==> src/sv/sine_cosine_table_interp_core_assert.svh <==
// Assertion macros for the sine/cosine core.
// All checks are clocked on i_clk and switched off while i_rst_n is low.
`ifndef SINE_COSINE_TABLE_INTERP_CORE_ASSERT_SVH
`define SINE_COSINE_TABLE_INTERP_CORE_ASSERT_SVH

// Check that a condition holds at every sampled edge.
`define SCT_ASSERT_ALWAYS(lbl, cond, msg) \
    lbl: assert property (@(posedge i_clk) disable iff (!i_rst_n) (cond)) \
        else $error(msg);

// Check that a consequence follows the antecedent, delayed by dly edges.
`define SCT_ASSERT_AFTER(lbl, ante, dly, cons, msg) \
    lbl: assert property (@(posedge i_clk) disable iff (!i_rst_n) \
        (ante) |-> ##dly (cons)) else $error(msg);

`endif

==> src/sv/sct_pkg.sv <==
`timescale 1ns / 1ps

package sct_pkg;

    localparam int unsigned AngleW   = 16;
    localparam int unsigned ValueW   = 16;
    localparam int unsigned SegW     = 5;
    localparam int unsigned FracW    = 10;
    localparam int unsigned IdxW     = SegW + 1;
    // Neighbouring table entries differ by at most 3212, so 13 bits carry the step.
    localparam int unsigned DiffW    = 13;
    // |step * frac| stays below 2^22.
    localparam int unsigned ProdW    = DiffW + FracW;

    localparam logic [AngleW-1:0] QuarterTurn = 16'd16384;

    typedef logic        [AngleW-1:0] t_phase;
    typedef logic signed [ValueW-1:0] t_value;
    typedef logic signed [DiffW-1:0]  t_diff;
    typedef logic signed [ProdW-1:0]  t_prod;
    typedef logic        [FracW-1:0]  t_frac;

    // Lookup stage output, handed to the interpolation stages.
    typedef struct packed {
        logic   valid;
        logic   negate;
        t_value y0;
        t_diff  diff;
        t_frac  frac;
    } t_seg;

    // Half-wave sine table, 33 points over 0..pi, Q15.
    function automatic t_value sct_half_wave(input logic [IdxW-1:0] idx);
        t_value v;
        case (idx)
            6'd0:    v = 16'sd0;
            6'd1:    v = 16'sd3212;
            6'd2:    v = 16'sd6393;
            6'd3:    v = 16'sd9512;
            6'd4:    v = 16'sd12539;
            6'd5:    v = 16'sd15446;
            6'd6:    v = 16'sd18204;
            6'd7:    v = 16'sd20787;
            6'd8:    v = 16'sd23170;
            6'd9:    v = 16'sd25329;
            6'd10:   v = 16'sd27245;
            6'd11:   v = 16'sd28898;
            6'd12:   v = 16'sd30273;
            6'd13:   v = 16'sd31356;
            6'd14:   v = 16'sd32137;
            6'd15:   v = 16'sd32609;
            6'd16:   v = 16'sd32767;
            6'd17:   v = 16'sd32609;
            6'd18:   v = 16'sd32137;
            6'd19:   v = 16'sd31356;
            6'd20:   v = 16'sd30273;
            6'd21:   v = 16'sd28898;
            6'd22:   v = 16'sd27245;
            6'd23:   v = 16'sd25329;
            6'd24:   v = 16'sd23170;
            6'd25:   v = 16'sd20787;
            6'd26:   v = 16'sd18204;
            6'd27:   v = 16'sd15446;
            6'd28:   v = 16'sd12539;
            6'd29:   v = 16'sd9512;
            6'd30:   v = 16'sd6393;
            6'd31:   v = 16'sd3212;
            default: v = 16'sd0;
        endcase
        return v;
    endfunction

endpackage

==> src/sv/sct_lookup.sv <==
`timescale 1ns / 1ps

module sct_lookup import sct_pkg::*; (
    input  logic         i_clk,
    input  logic         i_rst_n,
    input  logic         i_valid,
    input  logic         i_action,
    input  logic [15:0]  i_angle,
    output t_seg         o_seg
);

    t_phase            w_phase;
    logic [SegW-1:0]   w_seg;
    logic [IdxW-1:0]   w_idx0;
    logic [IdxW-1:0]   w_idx1;
    t_value            w_y0;
    t_value            w_y1;
    logic signed [ValueW:0] w_diff_full;

    t_seg r_seg;
    t_seg n_seg;

    // Shift by a quarter turn for cosine, wrapping at 16 bits.
    assign w_phase     = i_action ? (i_angle + QuarterTurn) : i_angle;
    assign w_seg       = w_phase[FracW +: SegW];
    assign w_idx0      = {1'b0, w_seg};
    assign w_idx1      = w_idx0 + IdxW'(1);
    assign w_y0        = sct_half_wave(w_idx0);
    assign w_y1        = sct_half_wave(w_idx1);
    assign w_diff_full = {w_y1[ValueW-1], w_y1} - {w_y0[ValueW-1], w_y0};

    always_comb begin
        n_seg.valid  = i_valid;
        n_seg.negate = w_phase[AngleW-1];
        n_seg.y0     = w_y0;
        n_seg.diff   = w_diff_full[DiffW-1:0];
        n_seg.frac   = w_phase[FracW-1:0];
    end

    always_ff @(posedge i_clk) begin
        if (!i_rst_n) begin
            r_seg.valid <= 1'b0;
        end else begin
            r_seg.valid <= n_seg.valid;
        end
        r_seg.negate <= n_seg.negate;
        r_seg.y0     <= n_seg.y0;
        r_seg.diff   <= n_seg.diff;
        r_seg.frac   <= n_seg.frac;
    end

    assign o_seg = r_seg;

endmodule

==> src/sv/sine_cosine_table_interp_core.sv <==
`timescale 1ns / 1ps
// Sine/cosine core: table lookup with linear interpolation, Q15 result.
// Request channel: raise start with i_action (0 sine, 1 cosine) and the
// 16-bit phase i_angle, where 32768 steps make pi. A request is taken at
// each rising edge where start is high and busy is low; busy is tied low,
// so a new request may be issued in every cycle.
// Result channel: o_value is shown for exactly one cycle with o_valid high
// and is taken at the edge that ends that cycle. Results leave in request
// order; the receiver cannot hold them off and the core never needs it to.
// Throughput: one result per cycle, through three register stages:
//   stage 1 - phase shift, half-turn fold and two reads of the 33-point table
//   stage 2 - 13 x 11 bit multiply of the table step by the fraction
//   stage 3 - floor shift by 10, add to the base point, optional negate
// Reset (i_rst_n low at a rising edge) drops every request in flight;
// no result appears for it. The core holds no other state.
module sine_cosine_table_interp_core import sct_pkg::*; (
    input  logic                i_clk,
    input  logic                i_rst_n,
    input  logic                start,
    output logic                busy,
    input  logic                i_action,
    input  logic signed [15:0]  i_angle,
    output logic                o_valid,
    output logic signed [15:0]  o_value
);

    t_seg  w_seg;
    logic  w_take;

    // Stage 2 registers
    logic   r_s2_valid;
    logic   r_s2_negate;
    t_value r_s2_y0;
    t_prod  r_s2_prod;

    logic signed [DiffW+FracW:0] w_prod_full;

    // Stage 3 registers
    logic   r_valid;
    t_value r_value;
    t_value n_value;

    t_diff  w_step;
    t_value w_res;

    assign busy   = 1'b0;
    assign w_take = start && !busy;

    sct_lookup u_lookup (
        .i_clk    (i_clk),
        .i_rst_n  (i_rst_n),
        .i_valid  (w_take),
        .i_action (i_action),
        .i_angle  (i_angle),
        .o_seg    (w_seg)
    );

    // Scale the table step by the fraction; the fraction is unsigned.
    assign w_prod_full = w_seg.diff * $signed({1'b0, w_seg.frac});

    always_ff @(posedge i_clk) begin
        if (!i_rst_n) begin
            r_s2_valid <= 1'b0;
        end else begin
            r_s2_valid <= w_seg.valid;
        end
        r_s2_negate <= w_seg.negate;
        r_s2_y0     <= w_seg.y0;
        r_s2_prod   <= w_prod_full[ProdW-1:0];
    end

    // Arithmetic shift right by the fraction width floors toward minus infinity.
    assign w_step = r_s2_prod[ProdW-1:FracW];
    assign w_res  = r_s2_y0 + {{(ValueW-DiffW){w_step[DiffW-1]}}, w_step};

    always_comb begin
        n_value = r_s2_negate ? -w_res : w_res;
    end

    always_ff @(posedge i_clk) begin
        if (!i_rst_n) begin
            r_valid <= 1'b0;
        end else begin
            r_valid <= r_s2_valid;
        end
        r_value <= n_value;
    end

    assign o_valid = r_valid;
    assign o_value = r_value;

`include "sine_cosine_table_interp_core_assert.svh"

    // The core never refuses a request.
    `SCT_ASSERT_ALWAYS(a_never_busy, !busy, "busy raised")
    // Every request yields a result with o_valid high.
    `SCT_ASSERT_AFTER(a_latency, w_take, 3, o_valid, "result missing after request")
    // The interpolated value never reaches the most negative code.
    `SCT_ASSERT_ALWAYS(a_range, !o_valid || (o_value != 16'sh8000), "result out of range")

endmodule
==> config.mk <==
export PLATFORM = sky130hd
export DESIGN_NAME = sine_cosine_table_interp_core
export DESIGN_NICKNAME = d
export VERILOG_FILES = /design/src/sv/sct_pkg.sv /design/src/sv/sct_lookup.sv /design/src/sv/sine_cosine_table_interp_core.sv
export VERILOG_INCLUDE_DIRS = /design/src /design/src/sv
export SDC_FILE = /design/constraint.sdc
export NUM_CORES = 1
export LEC_CHECK = 0
export BUFFER_PORTS_ARGS = -buffer_cell sky130_fd_sc_hd__buf_2
export CAP_MARGIN = 20
export CORE_MARGIN = 3
export CORE_UTILIZATION = 35
export DETAILED_ROUTE_END_ITERATION = 6
export SKIP_CTS_REPAIR_TIMING = 1
export SLEW_MARGIN = 30
export SYNTH_ARGS = -nofsm -noshare
export SYNTH_HDL_FRONTEND = slang
export SYNTH_SLANG_ARGS = --single-unit
==> constraint.sdc <==
create_clock -name i_clk -period 14.1 [get_ports i_clk]
set_input_delay 0.705 -clock i_clk [delete_from_list [all_inputs] [get_ports i_clk]]
set_output_delay 0.705 -clock i_clk [all_outputs]
set_load 0.01 [all_outputs]
==> flow_summary.ini, run 1 <==
[run_status]
status = complete, no violations

[timing]
fin_crit_ns = 5.36
drv_slew = 0
final.setup.tns_ns = 0
setup_violations = 0
worst_pin_slew_ns = 0.636
skew_ns = 0.00817
rsz0062_at_grt = false
timing.slew.headroom = 0.570
holdWs_ns = 0.328
setup_slack_ns = 8.74
finalHoldViolCount = 0
fmax_ghz = 0.187
period_share = 0.380

[critical_path]
path_max_fanout = 13
cp.required_ns = 14.39
setup.worst_path.class = reg2reg
end_kind = register
worst_ep_arrival_time_ns = 5.65
cp-start-kind = register

[routing]
antenna_left = 0
wl_per_cell_um = 14.5
drc = 0
drt-vias-per-instance = 4.95
first_pass_iters = 5
wirelength_um = 22000
num_vias = 7545
drt-initial-drc-count = 510

[die]
row_count = 60
die_h_um = 172
ios = 38
die-width_um = 172
design.core.area_sq_mm = 0.0271
start_util = 0.357
die_area_sq_mm = 0.0297

[synthesis]
synth_warnings = 0
ys.flop_type = dfxtp_1
synthCells = 1148
ys_seq_area_frac = 0.180
yosys.area.top_type = fa_1
synth_top_area_share = 0.246
syn-num-nets = 1374
synth_area_sq_mm = 0.00968
synth_edf_count = 0
synth.distinct_cells = 71
avgSynthCellArea_sq_um = 8.44
synth_seq_cells = 87
async_reset_ff_frac = 0
synthTopCellsByArea = fa_1 25%, dfxtp_1 18%, ha_1 11%

[final_layout]
nNetsFinal = 1372
antenna_cells = 0
area_delta_synth_final_pct = 8.05
layout_commonest_cell = inv_1
most-common-layout-cells = 189 x inv_1, 131 x nand2_1, 119 x fa_1, 87 x ha_1, 87 x dfxtp_1
drive_above_1_share = 0.0617
utilization = 0.386

[clock_network]
insertion_delay_ns = 0.35
root_buffer = clkbuf_16
cts.sinks = 87
numCtsBuffers = 9
clk_pin_slew_worst_paths_ns = 0.07
clk_path_buf_depth = 2
cts_tree = done
h-tree-depth = 3

[run]
drv_cap = 0

[global_route]
gr-total-overflow = 0
antenna_found_initial = 0
grt_max_degree = 61
grt_pass1_vias = 7408
grt_usage = 0.156
grt_pass1_wl_um = 37200

[placed_design]
gp_congestion = 0.894
dp_hpwl_um = 17500
portBuffers = 36
dp_slack_ns = 8.73

[min_path]
hold_path_class = reg2reg
per-layer routing:
metal	part of all wire	up-vias	global-route usage	wire length [um]
met5	0	-	0	0
met4	0.026	0	0.0514	562
met3	0.040	39	0.0242	887
met2	0.49	164	0.259	10700
met1	0.45	3664	0.209	9860
li1	-	3678	-	-
final timing paths:
| check | from | endpoint | slack, ns | cells past startpoint |
|---|---|---|---|---|
| hold reg to reg | u_lookup.o_seg[28] | r_s2_y0[5] | 0.33 | 0 |
| hold / removal | u_lookup.o_seg[28] | r_s2_y0[5] | 0.33 | 0 |
| setup reg to reg | u_lookup.o_seg[3] | r_s2_prod[22] | 8.74 | 17 |
| setup / recovery | u_lookup.o_seg[3] | r_s2_prod[22] | 8.74 | 17 |
critical path, cell delays in order (launching register included):
cell and delay, ns:
dfxtp_1 0.59, nand2_1 0.15, fa_1 0.50, fa_1 0.40
inv_1 0.07, fa_1 0.43, fa_1 0.54, inv_1 0.04
fa_1 0.47, inv_1 0.04, ha_1 0.27, and3_1 0.17
a221o_1 0.39, a211oi_1 0.41, o31a_1 0.28, o2111ai_1 0.18
a21oi_1 0.20, xor2_1 0.14
cells in the mapped netlist, types with 5 or more instances:
library cell / n
inv_1: 189
nand2_1: 131
fa_1: 119
dfxtp_1: 87
ha_1: 87
nor2_1: 72
and2_1: 70
clkbuf_1: 51
o21ai_0: 50
a21oi_1: 46
xnor2_1: 46
nand3_1: 15
xor2_1: 15
nor3_1: 13
a211oi_1: 11
o211ai_1: 11
nor2b_1: 9
a21o_1: 8
a31oi_1: 8
o21a_1: 8
o311ai_0: 7
and3_1: 5
nand2b_1: 5
o21bai_1: 5
per-stage QoR:
step,cells,instance area (sq um)
2_1_floorplan,1148,9680
3_3_place_gp,1507,10200
3_5_place_dp,1507,10200
4_1_cts,1523,10500
5_1_grt,1523,10500
6_report,1523,10500
area by class of cell:
class | count | area, sq um
fillers | 2760 | 16600
multi-input cells | 813 | 7010
flip-flops and latches | 87 | 1740
inverters | 191 | 717
well taps | 372 | 465
repair buffers | 44 | 243
clock buffers | 9 | 225
clock inverters | 7 | 65.1
sequential cells by signal, summed over array words and instances, names as in the netlist:
name	count
o_valid	1
o_value	16
r_s2_negate	1
r_s2_prod	13
r_s2_valid	1
r_s2_y0	15
u_lookup.o_seg	40
cell families after synthesis:
family                   share of synthesized area
AND/OR/NAND/NOR                              0.169
buffers and inverters                       0.0966
adder cells (fa/ha/maj)                      0.358
AO/OA/AOI/OAI                                0.139
flip-flops                                   0.180
XOR/XNOR                                    0.0575
other                                     0.000387
Power of run 1 is not shown: default switching activity piles up to over one toggle a cycle in this logic, so the estimate is an artifact.
==> inputs of run 2 (changes only) <==
Clock period 14.1 ns to 4.65 ns, I/O delays scaled along.
==> flow_summary.ini, run 2 (same netlist as run 1, synthesis figures left out) <==
[critical_path]
worst_ep_arrival_time_ns = 5.21
reg2reg_depth = 18
cp-start-kind = register
r2r_setup_slack_ns = -0.28
path_max_fanout = 5
setup.worst_path.class = reg2reg
reg2reg_from = u_lookup.o_seg[2]
end_kind = register
cp.required_ns = 4.93
reg2reg_to = r_s2_prod[22]

[die]
die-width_um = 172
design.core.area_sq_mm = 0.0271
die_area_sq_mm = 0.0297
start_util = 0.357
ios = 38
row_count = 60
die_h_um = 172

[global_route]
grt_pass1_vias = 7731
grt_usage = 0.160
antenna_found_initial = 0
gr-total-overflow = 0
grt_pass1_wl_um = 38100
grt_max_degree = 58

[timing]
fin_crit_ns = 4.93
setup_slack_ns = -0.281
finalHoldViolCount = 0
drv_slew = 0
fmax_ghz = 0.203
skew_ns = 0.00839
setup_violations = 8
worst_pin_slew_ns = 0.685
timing.slew.headroom = 0.540
period_share = 1.06
rsz0062_at_grt = true

[clock_network]
clk_pin_slew_worst_paths_ns = 0.07
numCtsBuffers = 9
h-tree-depth = 3
root_buffer = clkbuf_16
insertion_delay_ns = 0.35
clk_path_buf_depth = 2
cts.sinks = 87
cts_tree = done

[placed_design]
gp_congestion = 0.890
portBuffers = 36
dp.cells = 1599
postPlaceCellArea_sq_mm = 0.0109
dp_hpwl_um = 19100

[min_path]
whs_endpoint = u_lookup.o_seg[39]
holdPathStages = 2
hold_path_class = in2reg
hold_start = i_angle[15]

[run_status]
status = complete, but fails checks
violations = setup timing

[run]
drv_cap = 0

[final_layout]
area_delta_synth_final_pct = 19.3
antenna_cells = 0
most-common-layout-cells = 184 x inv_1, 128 x nand2_1, 117 x fa_1, 101 x buf_4, 80 x ha_1
nNetsFinal = 1479
final_area_sq_mm = 0.0116
layout_commonest_cell = inv_1
largest_reg_flops = 40
fin_cells = 1630
drive_above_1_share = 0.168

[routing]
drt-initial-drc-count = 369
drt-vias-per-instance = 4.89
first_pass_iters = 5
drc = 0
wl_per_cell_um = 14.4
num_vias = 7972
wirelength_um = 23400
antenna_left = 0
run 2: changes by cell type in the layout (fill, tap and decap cells not counted), sizes merged:
| cell | change |
|---|---|
| clkinvlp | -2 |
| buf | +96 |
| dlygate4sd3 | +10 |
| clkinv | -1 |
| inv | +1 |
| clkbuf | +3 |
run 2: worst max-delay path by stage:
stage	start	end	slack, ns	cells after the start
2_1_floorplan	u_lookup.o_seg[22]	r_s2_prod[22]	0.003	16
3_3_place_gp	u_lookup.o_seg[5]	r_s2_prod[22]	-0.24	17
3_5_place_dp	u_lookup.o_seg[5]	r_s2_prod[22]	-0.38	17
4_1_cts	u_lookup.o_seg[5]	r_s2_prod[22]	-0.41	17
5_1_grt	u_lookup.o_seg[2]	r_s2_prod[22]	-0.50	18
6_report	u_lookup.o_seg[2]	r_s2_prod[22]	-0.28	18
run 2: metal layers:
| layer | wire length [um] | global-route usage | vias to the layer above |
|---|---|---|---|
| met2 | 11700 | 0.275 | 148 |
| met4 | 443 | 0.0524 | 0 |
| met5 | 0 | 0 | - |
| met1 | 10600 | 0.212 | 3899 |
| met3 | 756 | 0.0155 | 32 |
| li1 | - | - | 3893 |
run 2: stage by stage:
step / setup WS [ns] / hold WS (ns) / util / setup TNS (ns)
after floorplan: 0.00340 / 0.260 / - / 0
after global placement: -0.242 / 0.311 / 0.403 / -1.11
after detailed placement: -0.377 / 0.313 / 0.403 / -2.02
after CTS: -0.407 / -0.0376 / 0.414 / -2.27
after global routing: -0.501 / 0.0546 / 0.426 / -2.97
final: -0.281 / 0.0593 / 0.426 / -1.18
run 2: final cells by class:
type	instances	area, sq um
clock buffers	11	253
repair buffers	151	1110
clock inverters	5	46.3
inverters	191	717
multi-input cells	813	7180
fillers	2679	15500
well taps	372	465
flip-flops and latches	87	1780
run 2: critical path: stages (launching register included):
cell and delay, ns:
dfxtp_4 0.38, buf_12 0.12, nand2_4 0.05, fa_1 0.49
fa_2 0.55, inv_2 0.04, ha_4 0.21, fa_1 0.54
inv_2 0.04, fa_1 0.55, inv_2 0.05, ha_4 0.20
and3_1 0.17, a221o_1 0.40, a211oi_4 0.28, o31a_1 0.26
o2111ai_2 0.18, a21oi_2 0.18, xor2_1 0.15
Power of run 2 is left out for the same reason.
==> inputs of run 3 (changes only) <==
Settings changed: ABC_AREA set to 1.
==> flow_summary.ini, run 3 <==
[run_status]
status = complete, no violations

[final_layout]
drive_above_1_share = 0.190
multi_input_area_sq_mm = 0.00747
layout_commonest_cell = nand2_1
most-common-layout-cells = 330 x nand2_1, 322 x inv_1, 107 x fa_1, 91 x buf_4, 74 x ha_1
fillers = 2879
seqCellArea_sq_mm = 0.00179
nNetsFinal = 1763
fin_cells = 1926
area_delta_synth_final_pct = 22.2
largest_reg_flops = 40
antenna_cells = 0

[die]
die_h_um = 177
die_area_sq_mm = 0.0314
design.core.area_sq_mm = 0.0288
start_util = 0.357
row_count = 62
ios = 38
die-width_um = 177

[critical_path]
setup.worst_path.class = reg2reg
reg2reg_depth = 16
crit_family = adder cells
path_max_fanout = 6
reg2reg_to = r_s2_prod[22]
crit_slowest_cell = fa_2
timing.critical_path.from = u_lookup.o_seg[22]
cpPeakStageDelay_ns = 0.61
end_kind = register
cp-start-kind = register
cpMostUsedCell = fa_1
worst_ep_arrival_time_ns = 4.79
r2r_setup_slack_ns = 0.08
reg2reg_from = u_lookup.o_seg[22]
worst-path-buf-inv = 4
path_cells = nand2_4, fa_2, inv_4, buf_12, fa_1, fa_1, fa_1, inv_2, fa_1, inv_2, ha_4, a21oi_4, o21bai_1, a221oi_2, nand3_1, xor2_1
cp.required_ns = 4.87

[timing]
setup_violations = 0
skew_ns = 0.0142
fin_crit_ns = 4.57
fmax_ghz = 0.219
period_share = 0.983
drv_slew = 0
rsz0062_at_grt = true
finalHoldViolCount = 0
timing.slew.headroom = 0.392
worst_pin_slew_ns = 0.909

[synthesis]
ys.flop_type = dfxtp_1
synth_area_sq_mm = 0.0103
ys_seq_area_frac = 0.170
synth_top_area_share = 0.232
syn-num-nets = 1646
async_reset_ff_frac = 0
synth.distinct_cells = 48
synth_seq_cells = 87
synthTopCellsByArea = fa_1 23%, dfxtp_1 17%, nand2_1 13%
yosys.area.top_type = fa_1
synth_common_cells = 348 x nand2_1, 342 x inv_1, 119 x fa_1, 87 x dfxtp_1, 87 x ha_1
yosysMostFrequentCell = nand2_1
synth_warnings = 0
synth_edf_count = 0
synthCells = 1420
avgSynthCellArea_sq_um = 7.23

[global_route]
grt_pass1_vias = 8801
grt_max_degree = 25
grt_pass1_wl_um = 42300
grt_usage = 0.165
antenna_found_initial = 0
gr-total-overflow = 0

[placed_design]
portBuffers = 36
dp.cells = 1885
gp_congestion = 0.891
dp_hpwl_um = 21000

[clock_network]
insertion_delay_ns = 0.35
h-tree-depth = 3
numCtsBuffers = 9
cts_tree = done
cts.sinks = 87
clk_path_buf_depth = 2
clk_pin_slew_worst_paths_ns = 0.08
root_buffer = clkbuf_16

[routing]
first_pass_iters = 5
num_vias = 9054
drc = 0
wl_per_cell_um = 13.4
drt-initial-drc-count = 578
drt-vias-per-instance = 4.70
wirelength_um = 25900
antenna_left = 0

[min_path]
hold_start = i_angle[4]
hold_path_class = in2reg
whs_endpoint = u_lookup.o_seg[4]
holdPathStages = 1

[run]
drv_cap = 0
[run 3: layout make-up]
class,count,share of cell area
Clock buffer,9,0.0179
Clock inverter,7,0.00578
Inverter,349,0.105
Multi-Input combinational cell,941,0.596
Sequential cell,87,0.143
Tap cell,384,0.0383
Timing Repair Buffer,149,0.0946
[run 3: worst max-delay path by stage]
stage                          endpoint  slack [ns]  depth (start not counted)
after detailed placement  r_s2_prod[22]       -0.15                         18
after global placement    r_s2_prod[21]       -0.12                         18
after global routing      r_s2_prod[20]        -0.1                         23
after CTS                 r_s2_prod[22]       -0.19                         18
after floorplan           r_s2_prod[22]        0.01                         16
final                     r_s2_prod[22]        0.08                         16
[run 3: metal layers]
metal | wire [um] | track usage
met5 | 0 | 0
met4 | 600 | 0.0481
met3 | 838 | 0.0145
met2 | 12500 | 0.280
met1 | 11900 | 0.224
[run 3: logic make-up after synthesis]
kind of cell	count (synthesis)	share of synthesized area
simple gates	511	0.204
buf+inv	392	0.145
fa+ha+maj	206	0.338
compound gates	173	0.0955
flops	87	0.170
xor+xnor	50	0.0474
other cells	1	0.000365
[run 3: metrics by stage]
step | hold slack [ns] | setup slack [ns] | setup TNS (ns) | cell area, sq um | utilization
2_1_floorplan | 0.260 | 0.00967 | 0 | 10300 | -
3_3_place_gp | 0.312 | -0.121 | -0.511 | 11500 | 0.400
3_5_place_dp | 0.312 | -0.152 | -0.891 | 11500 | 0.400
4_1_cts | -0.0342 | -0.192 | -1.20 | 11800 | 0.411
5_1_grt | 0.0175 | -0.0972 | -0.370 | 12500 | 0.436
6_report | 0.0345 | 0.0778 | 0 | 12500 | 0.436
Power of run 3 is left out for the same reason.
